==> src/fls_pkg.sv <==
// fls_pkg: shared types, sizes and helpers for the frame latch selector.
// Used by every module of the block except the generic RAM.
package fls_pkg;

    // Frame queue
    localparam int QUEUE_DEPTH = 4;
    localparam int QIDX_W      = (QUEUE_DEPTH > 1) ? $clog2(QUEUE_DEPTH) : 1;
    localparam int CNT_W       = $clog2(QUEUE_DEPTH + 1);
    localparam int SUM_W       = CNT_W + 1;

    // Command queue between front and back
    localparam int CMDQ_DEPTH = 2;
    localparam int CMDQ_PTR_W = $clog2(CMDQ_DEPTH);
    localparam int CMDQ_CNT_W = $clog2(CMDQ_DEPTH + 1);

    // Field widths
    localparam int NS_W     = 63;
    localparam int DISP_W   = 62;
    localparam int PER_W    = 32;
    localparam int HANDLE_W = 8;
    localparam int PTS_W    = 54;
    localparam int SKIP_W   = 8;
    localparam int TOTAL_W  = 32;

    // ns -> us: drop the factor of 8 by a shift, then divide by 125 with a
    // reciprocal multiply built from four 32x32 partial products.
    // ceil(2^67 / 125) is exact for every 60-bit dividend.
    localparam int NS_PER_US   = 1000;
    localparam int PRE_SHIFT   = 3;
    localparam int DIVIDEND_W  = NS_W - PRE_SHIFT;
    localparam int MUL_W       = 32;
    localparam int PROD_W      = 2 * MUL_W;
    localparam int RECIP_W     = 61;
    localparam logic [RECIP_W-1:0] RECIP_125 = RECIP_W'(64'h10624DD2F1A9FBE8);
    localparam int RECIP_SHIFT = 67;
    localparam int ACC_W       = DIVIDEND_W + RECIP_W;
    localparam int MUL_STEPS   = 4;
    localparam int STEP_W      = $clog2(MUL_STEPS + 2);

    // Request codes
    localparam logic REQ_ARRIVE = 1'b0;
    localparam logic REQ_VSYNC  = 1'b1;

    typedef struct packed {
        logic                req_type;
        logic [HANDLE_W-1:0] frame_handle;
        logic [NS_W-1:0]     frame_time_ns;
        logic [NS_W-1:0]     target_ns;
        logic [DISP_W-1:0]   display_time_ns;
        logic [PER_W-1:0]    display_period_ns;
    } t_req;

    typedef struct packed {
        logic                latched;
        logic                dropped;
        logic [HANDLE_W-1:0] out_handle;
        logic [PTS_W-1:0]    pts_us;
        logic [NS_W-1:0]     out_target_ns;
        logic [SKIP_W-1:0]   skipped;
        logic [TOTAL_W-1:0]  total_skipped;
    } t_result;

    // One queued frame
    typedef struct packed {
        logic [HANDLE_W-1:0] handle;
        logic [PTS_W-1:0]    pts;
        logic [NS_W-1:0]     target;
    } t_entry;

    localparam int ENTRY_W = $bits(t_entry);

    // Classified command: cmp_ns is the target on arrival, the due limit on vsync
    typedef struct packed {
        logic                is_vsync;
        logic [HANDLE_W-1:0] handle;
        logic [PTS_W-1:0]    pts;
        logic [NS_W-1:0]     cmp_ns;
        logic                period_zero;
    } t_cmd;

    typedef enum logic [1:0] {
        F_IDLE,
        F_DIV,
        F_PUSH
    } t_front_state;

    typedef enum logic [2:0] {
        B_IDLE,
        B_ARR_WR,
        B_SCAN_RD,
        B_SCAN_CHK,
        B_VS_DONE
    } t_back_state;

    // Circular index: base + off, wrapped once at the queue depth
    function automatic logic [QIDX_W-1:0] wrap_idx(input logic [QIDX_W-1:0] base,
                                                   input logic [CNT_W-1:0]  off);
        logic [SUM_W-1:0] s;
        s = SUM_W'(base) + SUM_W'(off);
        if (s >= SUM_W'(QUEUE_DEPTH)) begin
            s = s - SUM_W'(QUEUE_DEPTH);
        end
        return s[QIDX_W-1:0];
    endfunction

endpackage

==> src/frame_latch_selector_core.sv <==
// Flow: a frame arrival is accepted, converted to microseconds by the multi-step multiply (F_DIV),
// queued and then appended in the back; a vsync result follows a scan that reads and checks each
// queued frame in turn (B_SCAN_RD, B_SCAN_CHK), plus any wait behind earlier commands.
// Busy stays high while an arrival is converted and until its command is pushed, and while a
// vsync command is pushed; two commands may wait between front and back. The receiver cannot stall;
// results are strobed for one cycle. Reset (synchronous, active low) empties queues and counters.
module frame_latch_selector_core
    import fls_pkg::*;
(
    input  logic    i_clk,
    input  logic    i_rst_n,
    input  logic    start,
    input  t_req    i_req,
    output logic    busy,
    output logic    o_valid,
    output t_result o_result
);

    t_cmd push_cmd;
    t_cmd pop_cmd;
    logic push;
    logic pop;
    logic full;
    logic empty;

    // Front: accept, classify, convert timestamp
    fls_front u_front (
        .i_clk  (i_clk),
        .i_rst_n(i_rst_n),
        .start  (start),
        .i_req  (i_req),
        .busy   (busy),
        .o_push (push),
        .o_cmd  (push_cmd),
        .i_full (full)
    );

    // Command queue
    fls_cmd_fifo u_cmd_fifo (
        .i_clk  (i_clk),
        .i_rst_n(i_rst_n),
        .i_push (push),
        .i_cmd  (push_cmd),
        .o_full (full),
        .i_pop  (pop),
        .o_cmd  (pop_cmd),
        .o_empty(empty)
    );

    // Back: frame queue and latch selection
    fls_back u_back (
        .i_clk   (i_clk),
        .i_rst_n (i_rst_n),
        .i_empty (empty),
        .i_cmd   (pop_cmd),
        .o_pop   (pop),
        .o_valid (o_valid),
        .o_result(o_result)
    );

endmodule

==> src/fls_ram.sv <==
// fls_ram: generic single write port, single read port RAM with registered read.
// No dependencies.
module fls_ram #(
    parameter int  WIDTH = 8,
    parameter int  DEPTH = 4,
    localparam int AW    = (DEPTH > 1) ? $clog2(DEPTH) : 1
) (
    input  logic             i_clk,
    input  logic             i_we,
    input  logic [AW-1:0]    i_waddr,
    input  logic [WIDTH-1:0] i_wdata,
    input  logic [AW-1:0]    i_raddr,
    output logic [WIDTH-1:0] o_rdata
);

    logic [WIDTH-1:0] r_mem [DEPTH];
    logic [WIDTH-1:0] r_rdata;

    always_ff @(posedge i_clk) begin
        if (i_we) begin
            r_mem[i_waddr] <= i_wdata;
        end
        r_rdata <= r_mem[i_raddr];
    end

    assign o_rdata = r_rdata;

endmodule

==> src/fls_cmd_fifo.sv <==
// fls_cmd_fifo: short command queue between the front and back of the selector.
// Depends on fls_pkg.
module fls_cmd_fifo
    import fls_pkg::*;
(
    input  logic i_clk,
    input  logic i_rst_n,
    input  logic i_push,
    input  t_cmd i_cmd,
    output logic o_full,
    input  logic i_pop,
    output t_cmd o_cmd,
    output logic o_empty
);

    t_cmd                  r_slot [CMDQ_DEPTH];
    logic [CMDQ_PTR_W-1:0] r_wptr;
    logic [CMDQ_PTR_W-1:0] r_rptr;
    logic [CMDQ_CNT_W-1:0] r_count;
    logic                  do_push;
    logic                  do_pop;

    assign o_full  = (r_count == CMDQ_CNT_W'(CMDQ_DEPTH));
    assign o_empty = (r_count == '0);
    assign do_push = i_push && !o_full;
    assign do_pop  = i_pop && !o_empty;
    assign o_cmd   = r_slot[r_rptr];

    // Payload slots
    always_ff @(posedge i_clk) begin
        if (do_push) begin
            r_slot[r_wptr] <= i_cmd;
        end
    end

    // Pointers and fill count (depth is a power of two, pointers wrap naturally)
    always_ff @(posedge i_clk) begin
        if (!i_rst_n) begin
            r_wptr  <= '0;
            r_rptr  <= '0;
            r_count <= '0;
        end else begin
            if (do_push) begin
                r_wptr <= r_wptr + 1'b1;
            end
            if (do_pop) begin
                r_rptr <= r_rptr + 1'b1;
            end
            if (do_push && !do_pop) begin
                r_count <= r_count + 1'b1;
            end else if (do_pop && !do_push) begin
                r_count <= r_count - 1'b1;
            end
        end
    end

endmodule

==> src/fls_front.sv <==
// fls_front: accepts transactions, converts frame timestamps to microseconds
// with a multi-cycle reciprocal multiply, computes the vsync due limit. Depends on fls_pkg.
module fls_front
    import fls_pkg::*;
(
    input  logic i_clk,
    input  logic i_rst_n,
    input  logic start,
    input  t_req i_req,
    output logic busy,
    output logic o_push,
    output t_cmd o_cmd,
    input  logic i_full
);

    t_front_state      r_state, n_state;
    t_req              r_req, n_req;
    logic [PROD_W-1:0] r_prod, n_prod;
    logic [1:0]        r_prod_sh, n_prod_sh;
    logic [ACC_W-1:0]  r_acc, n_acc;
    logic [STEP_W-1:0] r_step, n_step;
    logic              accept;
    logic [MUL_W-1:0]  mul_a;
    logic [MUL_W-1:0]  mul_b;
    logic [ACC_W-1:0]  addend;
    logic [NS_W-1:0]   limit;
    logic              is_vsync;

    assign accept = start && !busy;

    // Next state
    always_comb begin
        n_state = r_state;
        unique case (r_state)
            F_IDLE: begin
                if (start) begin
                    n_state = (i_req.req_type == REQ_VSYNC) ? F_PUSH : F_DIV;
                end
            end
            F_DIV: begin
                if (r_step == STEP_W'(MUL_STEPS)) begin
                    n_state = F_PUSH;
                end
            end
            F_PUSH: begin
                if (!i_full) begin
                    n_state = F_IDLE;
                end
            end
            default: n_state = F_IDLE;
        endcase
    end

    // Outputs
    always_comb begin
        busy   = (r_state != F_IDLE);
        o_push = (r_state == F_PUSH);
    end

    // Partial product operands: step bit 1 picks the dividend half, bit 0 the
    // reciprocal half; the registered product lands 0, 32 or 64 bits up
    always_comb begin
        mul_a  = r_step[1] ? MUL_W'(r_req.frame_time_ns[NS_W-1:PRE_SHIFT+MUL_W])
                           : r_req.frame_time_ns[PRE_SHIFT +: MUL_W];
        mul_b  = r_step[0] ? MUL_W'(RECIP_125[RECIP_W-1:MUL_W]) : RECIP_125[MUL_W-1:0];
        addend = ACC_W'(r_prod) << {r_prod_sh, 5'b0};
    end

    // Datapath next values: one product per step, accumulated a step later
    always_comb begin
        n_req     = r_req;
        n_prod    = r_prod;
        n_prod_sh = r_prod_sh;
        n_acc     = r_acc;
        n_step    = r_step;
        if (accept) begin
            n_req  = i_req;
            n_acc  = '0;
            n_step = '0;
        end else if (r_state == F_DIV) begin
            n_prod    = PROD_W'(mul_a) * PROD_W'(mul_b);
            n_prod_sh = {1'b0, r_step[1]} + {1'b0, r_step[0]};
            if (r_step != '0) begin
                n_acc = r_acc + addend;
            end
            n_step = r_step + 1'b1;
        end
    end

    // Command build: due limit is display time plus half a period
    always_comb begin
        is_vsync           = (r_req.req_type == REQ_VSYNC);
        limit              = NS_W'(r_req.display_time_ns) + NS_W'(r_req.display_period_ns >> 1);
        o_cmd.is_vsync     = is_vsync;
        o_cmd.handle       = r_req.frame_handle;
        o_cmd.pts          = r_acc[RECIP_SHIFT +: PTS_W];
        o_cmd.cmp_ns       = is_vsync ? limit : r_req.target_ns;
        o_cmd.period_zero  = (r_req.display_period_ns == '0);
    end

    always_ff @(posedge i_clk) begin
        r_req     <= n_req;
        r_prod    <= n_prod;
        r_prod_sh <= n_prod_sh;
        r_acc     <= n_acc;
    end

    always_ff @(posedge i_clk) begin
        if (!i_rst_n) begin
            r_state <= F_IDLE;
            r_step  <= '0;
        end else begin
            r_state <= n_state;
            r_step  <= n_step;
        end
    end

endmodule

==> src/fls_back.sv <==
// fls_back: frame queue and vsync selection; executes commands in order and
// drives the result strobe. Depends on fls_pkg and fls_ram.
module fls_back
    import fls_pkg::*;
(
    input  logic    i_clk,
    input  logic    i_rst_n,
    input  logic    i_empty,
    input  t_cmd    i_cmd,
    output logic    o_pop,
    output logic    o_valid,
    output t_result o_result
);

    t_back_state        r_state, n_state;
    t_cmd               r_cmd, n_cmd;
    logic [QIDX_W-1:0]  r_head, n_head;
    logic [QIDX_W-1:0]  r_tail, n_tail;
    logic [CNT_W-1:0]   r_count, n_count;
    logic [SKIP_W-1:0]  r_pending, n_pending;
    logic [TOTAL_W-1:0] r_total, n_total;
    logic [CNT_W-1:0]   r_idx, n_idx;
    logic               r_found, n_found;
    logic [CNT_W-1:0]   r_due_idx, n_due_idx;
    t_entry             r_hit, n_hit;
    logic               r_valid, n_valid;
    t_result            r_result, n_result;

    logic               we;
    logic [QIDX_W-1:0]  raddr;
    t_entry             wentry;
    t_entry             rentry;
    logic [ENTRY_W-1:0] rdata;
    logic               full;
    logic               due;
    logic [SKIP_W:0]    skip_sum;
    logic [SKIP_W-1:0]  skip_sat;
    logic [CNT_W-1:0]   consumed;

    fls_ram #(
        .WIDTH(ENTRY_W),
        .DEPTH(QUEUE_DEPTH)
    ) u_queue_ram (
        .i_clk  (i_clk),
        .i_we   (we),
        .i_waddr(r_tail),
        .i_wdata(wentry),
        .i_raddr(raddr),
        .o_rdata(rdata)
    );

    assign rentry = t_entry'(rdata);
    assign full   = (r_count == CNT_W'(QUEUE_DEPTH));

    // Next state
    always_comb begin
        n_state = r_state;
        unique case (r_state)
            B_IDLE: begin
                if (!i_empty) begin
                    if (!i_cmd.is_vsync) begin
                        n_state = B_ARR_WR;
                    end else if (r_count != '0) begin
                        n_state = B_SCAN_RD;
                    end else begin
                        n_state = B_VS_DONE;
                    end
                end
            end
            B_ARR_WR:  n_state = B_IDLE;
            B_SCAN_RD: n_state = B_SCAN_CHK;
            B_SCAN_CHK: begin
                n_state = (r_idx + 1'b1 == r_count) ? B_VS_DONE : B_SCAN_RD;
            end
            B_VS_DONE: n_state = B_IDLE;
            default:   n_state = B_IDLE;
        endcase
    end

    // Outputs and datapath
    always_comb begin
        n_cmd     = r_cmd;
        n_head    = r_head;
        n_tail    = r_tail;
        n_count   = r_count;
        n_pending = r_pending;
        n_total   = r_total;
        n_idx     = r_idx;
        n_found   = r_found;
        n_due_idx = r_due_idx;
        n_hit     = r_hit;
        n_valid   = 1'b0;
        n_result  = r_result;
        o_pop     = 1'b0;
        we        = 1'b0;
        raddr     = r_head;
        wentry    = '{handle: r_cmd.handle, pts: r_cmd.pts, target: r_cmd.cmp_ns};
        due       = 1'b0;
        skip_sum  = '0;
        skip_sat  = '0;
        consumed  = '0;

        unique case (r_state)
            // Take the next command; head is being read for a possible eviction
            B_IDLE: begin
                if (!i_empty) begin
                    o_pop   = 1'b1;
                    n_cmd   = i_cmd;
                    n_idx   = '0;
                    n_found = 1'b0;
                end
            end

            // Arrival: evict the oldest when full, then append
            B_ARR_WR: begin
                we     = 1'b1;
                n_tail = wrap_idx(r_tail, CNT_W'(1));
                n_result.latched       = 1'b0;
                n_result.dropped       = full;
                n_result.out_handle    = '0;
                n_result.pts_us        = '0;
                n_result.out_target_ns = '0;
                if (full) begin
                    n_head    = wrap_idx(r_head, CNT_W'(1));
                    n_pending = (r_pending == '1) ? r_pending : r_pending + 1'b1;
                    n_total   = r_total + 1'b1;
                    n_result.out_handle = rentry.handle;
                end else begin
                    n_count = r_count + 1'b1;
                end
                n_result.skipped       = n_pending;
                n_result.total_skipped = n_total;
                n_valid                = 1'b1;
            end

            B_SCAN_RD: begin
                raddr = wrap_idx(r_head, r_idx);
            end

            // Due test on one entry; remember the newest due one
            B_SCAN_CHK: begin
                if (rentry.target == '0 || r_cmd.period_zero) begin
                    due = (r_idx == '0);
                end else begin
                    due = (rentry.target <= r_cmd.cmp_ns);
                end
                if (due) begin
                    n_found   = 1'b1;
                    n_due_idx = r_idx;
                    n_hit     = rentry;
                end
                n_idx = r_idx + 1'b1;
            end

            // Latch the selected due frame, if any, and drop everything older
            B_VS_DONE: begin
                skip_sum = (SKIP_W + 1)'(r_pending) + (SKIP_W + 1)'(r_due_idx);
                skip_sat = skip_sum[SKIP_W] ? '1 : skip_sum[SKIP_W-1:0];
                consumed = r_due_idx + 1'b1;
                n_result.dropped = 1'b0;
                if (r_found) begin
                    n_head    = wrap_idx(r_head, consumed);
                    n_count   = r_count - consumed;
                    n_total   = r_total + TOTAL_W'(r_due_idx);
                    n_pending = '0;
                    n_result.latched       = 1'b1;
                    n_result.out_handle    = r_hit.handle;
                    n_result.pts_us        = r_hit.pts;
                    n_result.out_target_ns = r_hit.target;
                    n_result.skipped       = skip_sat;
                    n_result.total_skipped = n_total;
                end else begin
                    n_result.latched       = 1'b0;
                    n_result.out_handle    = '0;
                    n_result.pts_us        = '0;
                    n_result.out_target_ns = '0;
                    n_result.skipped       = r_pending;
                    n_result.total_skipped = r_total;
                end
                n_valid = 1'b1;
            end

            default: begin
                n_valid = 1'b0;
            end
        endcase
    end

    assign o_valid  = r_valid;
    assign o_result = r_result;

    // Payload registers
    always_ff @(posedge i_clk) begin
        r_cmd     <= n_cmd;
        r_idx     <= n_idx;
        r_due_idx <= n_due_idx;
        r_hit     <= n_hit;
        r_result  <= n_result;
    end

    // Control and counters
    always_ff @(posedge i_clk) begin
        if (!i_rst_n) begin
            r_state   <= B_IDLE;
            r_head    <= '0;
            r_tail    <= '0;
            r_count   <= '0;
            r_pending <= '0;
            r_total   <= '0;
            r_found   <= 1'b0;
            r_valid   <= 1'b0;
        end else begin
            r_state   <= n_state;
            r_head    <= n_head;
            r_tail    <= n_tail;
            r_count   <= n_count;
            r_pending <= n_pending;
            r_total   <= n_total;
            r_found   <= n_found;
            r_valid   <= n_valid;
        end
    end

endmodule
==> config.mk <==
export PLATFORM = sky130hd
export DESIGN_NAME = frame_latch_selector_core
export DESIGN_NICKNAME = d
export VERILOG_FILES = /design/src/fls_pkg.sv /design/src/frame_latch_selector_core.sv /design/src/fls_ram.sv /design/src/fls_cmd_fifo.sv /design/src/fls_front.sv /design/src/fls_back.sv
export SDC_FILE = /design/constraint.sdc
export NUM_CORES = 2
export LEC_CHECK = 0
export CELL_PAD_IN_SITES_DETAIL_PLACEMENT = 1
export CELL_PAD_IN_SITES_GLOBAL_PLACEMENT = 1
export CORE_MARGIN = 1
export CORE_UTILIZATION = 45
export CTS_BUF_LIST = sky130_fd_sc_hd__clkbuf_2
export CTS_CLUSTER_DIAMETER = 120
export CTS_CLUSTER_SIZE = 25
export DETAILED_ROUTE_END_ITERATION = 10
export DONT_BUFFER_PORTS = 1
export HOLD_SLACK_MARGIN = 0.06
export PLACE_DENSITY = 0.73
export SYNTH_ARGS = -nofsm -noshare
export SYNTH_HDL_FRONTEND = slang
export SYNTH_SLANG_ARGS = --single-unit
==> constraint.sdc <==
create_clock -name i_clk -period 24 [get_ports i_clk]
set_input_delay 4.8 -clock i_clk [delete_from_list [all_inputs] [get_ports i_clk]]
set_output_delay 4.8 -clock i_clk [all_outputs]
set_load 0.01 [all_outputs]
Word-level counts from Yosys, hierarchy flattened:

Memories as Yosys holds them, arrays and structs flattened. A register that Yosys moved wholly into a read port is not among the register bits.
Cells that the tools add are included.

* memories: 2
* bits in latches: 0
* output and inout port bits: 169
* memory bits (writable): 754
* word-level logic and storage cells: 183
* bits in read-only memories: 0
* register bits after elaboration: 901
* bits of input ports: 232

Memory list
* u_back.u_queue_ram.r_mem: words 4, bits a word 125, rd ports 1, clocked after Yosys merged registers in 1, write ports 1, line fls_ram.sv:16 `logic [WIDTH-1:0] r_mem [DEPTH];`
* u_cmd_fifo.r_slot: words 2, bits a word 127, rd ports 1, clocked after Yosys merged registers in 1, write ports 1, line fls_cmd_fifo.sv:16 `t_cmd r_slot [CMDQ_DEPTH];`

* equal/unequal tests: 19
* bitwise logic cells: 3
* order comparisons: 5
* shifts and indexed selects: 1
* add/subtract/negate cells: 24
* divide/modulo/power cells: 0
* reductions and logical operators: 35
* mux-type cells: 55
* multiply operators: 1

Operators with widths (number)
* case mux 167 bit (2 select lines): 1
* two-way mux 165 bit: 1
* two-way mux 32 bit: 4
* adder 121 bit: 1
* << shifter 64 x 7 -> 121 bit: 1
* multiplier 32 x 32 -> 64 bit: 1
* case mux 32 bit (2 select lines): 1
* adder 62 x 31 -> 63 bit: 1
* less-or-equal comparator 63 bit: 1
* logical NOT 63 bit: 1
* two-way mux 63 bit: 1
* two-way mux 8 bit: 5
* adder 32 x 1 -> 32 bit (second input constant): 1
* adder 32 x 3 -> 32 bit: 1
* logical NOT 32 bit: 1
* two-way mux 2 bit: 13
* two-way mux 3 bit: 7
* case mux 8 bit (2 select lines): 1
* two-way mux 1 bit: 15
* adder 3 x 1 -> 3 bit (second input constant): 4
* case mux 3 bit (2 select lines): 2
* AND reduction 2 bit: 6
* AND reduction 3 bit: 4
* subtractor 2 x 1 -> 2 bit (second input constant): 5
* other kinds (32): 64

Logic depth before layout (Yosys ltp):

* depth after elaboration: 7
* depth in mapped cells: 35
* mapped depth without buffers: 33

Hierarchy:

A second synthesis with hierarchy kept.

* cells, all modules: 7711
* area, all modules: 97930.2 µm²

By module, submodules not included
* fls_front: seq. area each 11240.8 µm², cells an instance 5198, instances 1, area each 48669.2 µm²
* fls_ram: seq. area each 17516.8 µm², cells an instance 782, instances 1, area each 20538.4 µm²
* fls_back: seq. area each 13773.2 µm², cells an instance 1311, instances 1, area each 19217.2 µm²
* fls_cmd_fifo: seq. area each 7727.4 µm², cells an instance 420, instances 1, area each 9505.4 µm²

Least setup slack after synthesis:

No wires, ideal clock.

* kind: input-to-reg
* from: input start
* to: register u_front.r_req, in the netlist u_front.is_vsync, enable pin
* path slack: 11.506 ns
* buffers on the path: 2
* stages on the path: 4
* library setup time: 0.678 ns
* arrival: 11.815 ns
* data required time: 23.322 ns
* cell sequence: or3b_2 -> clkbuf_1 -> inv_2 -> clkbuf_1

* word-level cells in the longest chain between the ends: 1

RTL lines
* from (decl): line frame_latch_selector_core.sv:12 `input logic start,`
* logical AND 1 bit: line fls_front.sv:29 `assign accept = start && !busy;`
* named net u_front.accept: line fls_front.sv:22 `logic accept;`
* to (signal assigned): line fls_front.sv:102 `r_req <= n_req;`
* to (decl): line fls_front.sv:17 `t_req r_req, n_req;`

The timed path passes the listed nets, and every way through them passes these cells.
A chain may end at the register's enable or synchronous reset.

Worst setup path in the final report:

* from: register u_front.r_step[1]
* to: register u_front.r_prod[53], data pin

* word-level cells in the longest chain between the ends: 2

RTL lines
* from (decl): line fls_front.sv:21 `logic [STEP_W-1:0] r_step, n_step;`
* from (signal assigned): line fls_front.sv:114 `r_step <= n_step;`
* two-way mux 32 bit: line fls_front.sv:63 `mul_a = r_step[1] ? MUL_W'(r_req.frame_time_ns[NS_W-1:PRE_SHIFT+MUL_W])`
* multiplier 32 x 32 -> 64 bit: line fls_front.sv:81 `n_prod = PROD_W'(mul_a) * PROD_W'(mul_b);`
* to (signal assigned): line fls_front.sv:103 `r_prod <= n_prod;`
* to (decl): line fls_front.sv:18 `logic [PROD_W-1:0] r_prod, n_prod;`

Every way passes these cells.

==> run_results.csv <==
group,metric,value,unit
cts,cts_setup_buffers,0,
timing,drv_slew,0,
cts,postCtsResizedCells,0,
detailed_routing,via_per_inst,5.57,
logic_synthesis,yosys.area_share.simple,7.69,%
grt,grt_max_degree,87,
logic_synthesis,synth_warnings,0,
cts,cts_num_sinks,1776,
cts,cts.htree.levels,3,
final_layout,final_common_cell,"edfxtp_1",
timing,setup_viol,0,
logic_synthesis,synth_top_family_by_area,"adder cells",
logic_synthesis,synthCells,7667,
outcome,status,"completed",
placement,hpwl,207,mm
job,drv_cap,0,
timing,timing.final.ws_setup,13.64,ns
detailed_routing,ant_nets,0,
timing,fmax,96.5,MHz
logic_synthesis,avgSynthCellArea,12.7,um2
detailed_routing,wl_per_cell,25.1,um
final_layout,areaGrowthSynthToFinish,4.22,%
critical_path,start_kind,"flip-flop",
min_path,hold_class,"flip-flop to flip-flop",
detailed_routing,first_iter_violations,3907,
floorplan,core-area,0.215,mm2
logic_synthesis,async_flop_share,0,%
critical_path,cp_max_fo,22,
grt,globalRouteTotalUtil,23.9,%
final_layout,fin_cells,10500,
final_layout,layout_common_cells,"edfxtp_1, inv_1, ha_1, fa_1, nand2_1",
detailed_routing,num_vias,58400,
timing,fin_skew,0.206,ns
cts,clockRootBuffer,"clkbuf_2",
placement,dpl_worst_slack,13.72,ns
logic_synthesis,synth_edf_count,1469,
detailed_routing,first_pass_iters,5,
timing,rsz0062_at_grt,"no",
critical_path,crit_required,25.43,ns
floorplan,fp.dieW,467,um
final_layout,stdcell_area,0.102,mm2
logic_synthesis,synth.distinct_cells,102,
critical_path,crit_arrival,11.79,ns
cts,cts.clk_slew.worst_paths,0.44,ns
timing,setup_tns,0,ns
min_path,hold_path_depth,0,
critical_path,r2r_slack,13.64,ns
critical_path,slowest_stage,"mux2i_1",
final_layout,drive_above_1_share,7.75,%
detailed_routing,drcViolationCount,0,
floorplan,rows,170,
placement,dp_cells,10300,
cts,hold_buffers,0,
timing,min_period_over_period,43.2,%
logic_synthesis,synth_compound_area_share,7.82,%
logic_synthesis,ys.flop_type,"edfxtp_1",
timing,slew_headroom,24.0,%
timing,final.min_clock_period,10.36,ns
logic_synthesis,yosys-top-cells-area,"edfxtp_1, fa_1, ha_1",
grt,overflow,0,
grt,grt_pass1_vias,62600,
placement,io_buffers,0,
detailed_routing,wl,264,mm
cts,cts_inserted_buffers,85,
floorplan,die_area,0.218,mm2
critical_path,cp_slowest_stage_delay,0.82,ns
grt,antenna_found_initial,45,
timing,worst_pin_slew,1.14,ns
logic_synthesis,ys_seq_elements,1776,
logic_synthesis,syn_area,0.0974,mm2
critical_path,crit_type,"flip-flop to flip-flop",
cts,cts_tree,"yes",
floorplan,ioPinCount,401,
placement,post_dp_cell_area,0.101,mm2
final_layout,multi_input_area,0.0426,mm2
timing,hold_violations,0,
cts,cts_buffer_depth,3,
logic_synthesis,synth_xor_area_share,2.94,%
floorplan,dieHeight,467,um
final_layout,nFillCells,22200,
logic_synthesis,synth_mux_area_share,5.31,%
grt,grt_first_pass_wirelength,393,mm
cts,clkLatencyLatePin,1.77,ns
logic_synthesis,synth_top_area_cell,"edfxtp_1",
floorplan,initial_core_util,45.3,%
final_layout,final_nets,8983,
logic_synthesis,synth_top_area_share,45.3,%
critical_path,cp-end-kind,"flip-flop",
final_layout,seq_area,0.0503,mm2
logic_synthesis,synth_seq_area_share,51.6,%
critical_path,reg2reg_depth,32,
placement,gp_congestion,0.949,
logic_synthesis,synthAdderAreaFrac,19.8,%
==> critical path, delay by kind of cell, from the launching register on <==
kind	cells	cell delay [ns]
adders and majority gates	9	4.40
xor gates and xnor gates	1	0.16
and+or+nand+nor	2	0.31
DFF	1	0.74
AOI/OAI and AO/OA	10	2.44
buffers and inverters	9	1.23
muxes	1	0.82
==> layer usage <==
| layer | up-vias | wire length, um | GRT usage, % |
|---|---|---|---|
| met3 | 356 | 10100 | 2.52 |
| li1 | 26600 | - | - |
| met1 | 30100 | 115000 | 31.6 |
| met4 | 12 | 9310 | 8.13 |
| met2 | 1301 | 129000 | 41.1 |
| met5 | - | 79 | 0 |
==> synth_stat cells (26+ instances only) <==
library cell  count
mux2_2          152
xor2_1          146
a21oi_1         414
dfxtp_1         307
edfxtp_1       1469
clkbuf_1        282
nor3_1           62
nand3_1          80
and2_1           85
or2_2            26
xnor2_1         181
a21o_1          171
mux4_2          125
mux2i_1          64
a22o_1           39
o21bai_1         35
nor4_1           37
a31oi_1          28
nand2_1         459
and3_1          148
fa_1            553
o21a_1           32
o21ai_0         302
inv_1           935
nor2_1          386
nand4_1         116
nor2b_1          64
ha_1            653
==> layout make-up <==
cell class	instances	area share (%)
tap	2838	3.50
inverter	937	3.48
antenna	42	0.104
timing repair buffer	70	0.518
sequential	1776	49.5
clock buffer	132	0.651
clock inverter	18	0.216
multi-input combinational	4675	42.0
==> registers in the layout, indices dropped and copies added, names as in the netlist, 63 cells and up, named ones only <==
name and count:
u_back.u_queue_ram.r_mem 500, u_cmd_fifo.r_slot 254, u_front.r_req 217, u_back.o_result 167
u_back.r_cmd 126, u_back.r_hit 125, u_back.u_queue_ram.o_rdata 125, u_front.r_acc 120
u_front.r_prod 63
==> cell families (layout without fill, tap and decap cells) <==
kind of cell             Yosys count  count (layout)
AO/OA/AOI/OAI                   1210            1210
XOR/XNOR                         327             327
adder cells (fa/ha/maj)         1206            1206
buffers and inverters           1255            1157
flip-flops                      1776            1776
multiplexers                     341             341
other                              2              83
AND/OR/NAND/NOR                 1550            1550
==> through the flow <==
stage	hold slack (ns)	utilization, %
4_1_cts	0.354	47.2
5_1_grt	0.402	47.2
6_report	0.369	47.2
2_1_floorplan	0.386	-
3_5_place_dp	0.390	46.8
3_3_place_gp	0.387	46.8
==> final timing paths <==
| check | start | end |
|---|---|---|
| setup / recovery | u_front.r_step[1]$_SDFFE_PP0P_ | u_front.r_prod[53]$_DFFE_PP_ |
| setup reg to reg | u_front.r_step[1]$_SDFFE_PP0P_ | u_front.r_prod[53]$_DFFE_PP_ |
| hold reg to reg | u_back.u_queue_ram.o_rdata[116]$_DFF_P_ | u_back.r_hit[116]$_DFFE_PP_ |
| hold / removal | u_back.u_queue_ram.o_rdata[116]$_DFF_P_ | u_back.r_hit[116]$_DFFE_PP_ |
Power is not shown: default switching activity piles up to over one toggle a cycle in this logic, so the estimate is an artifact.
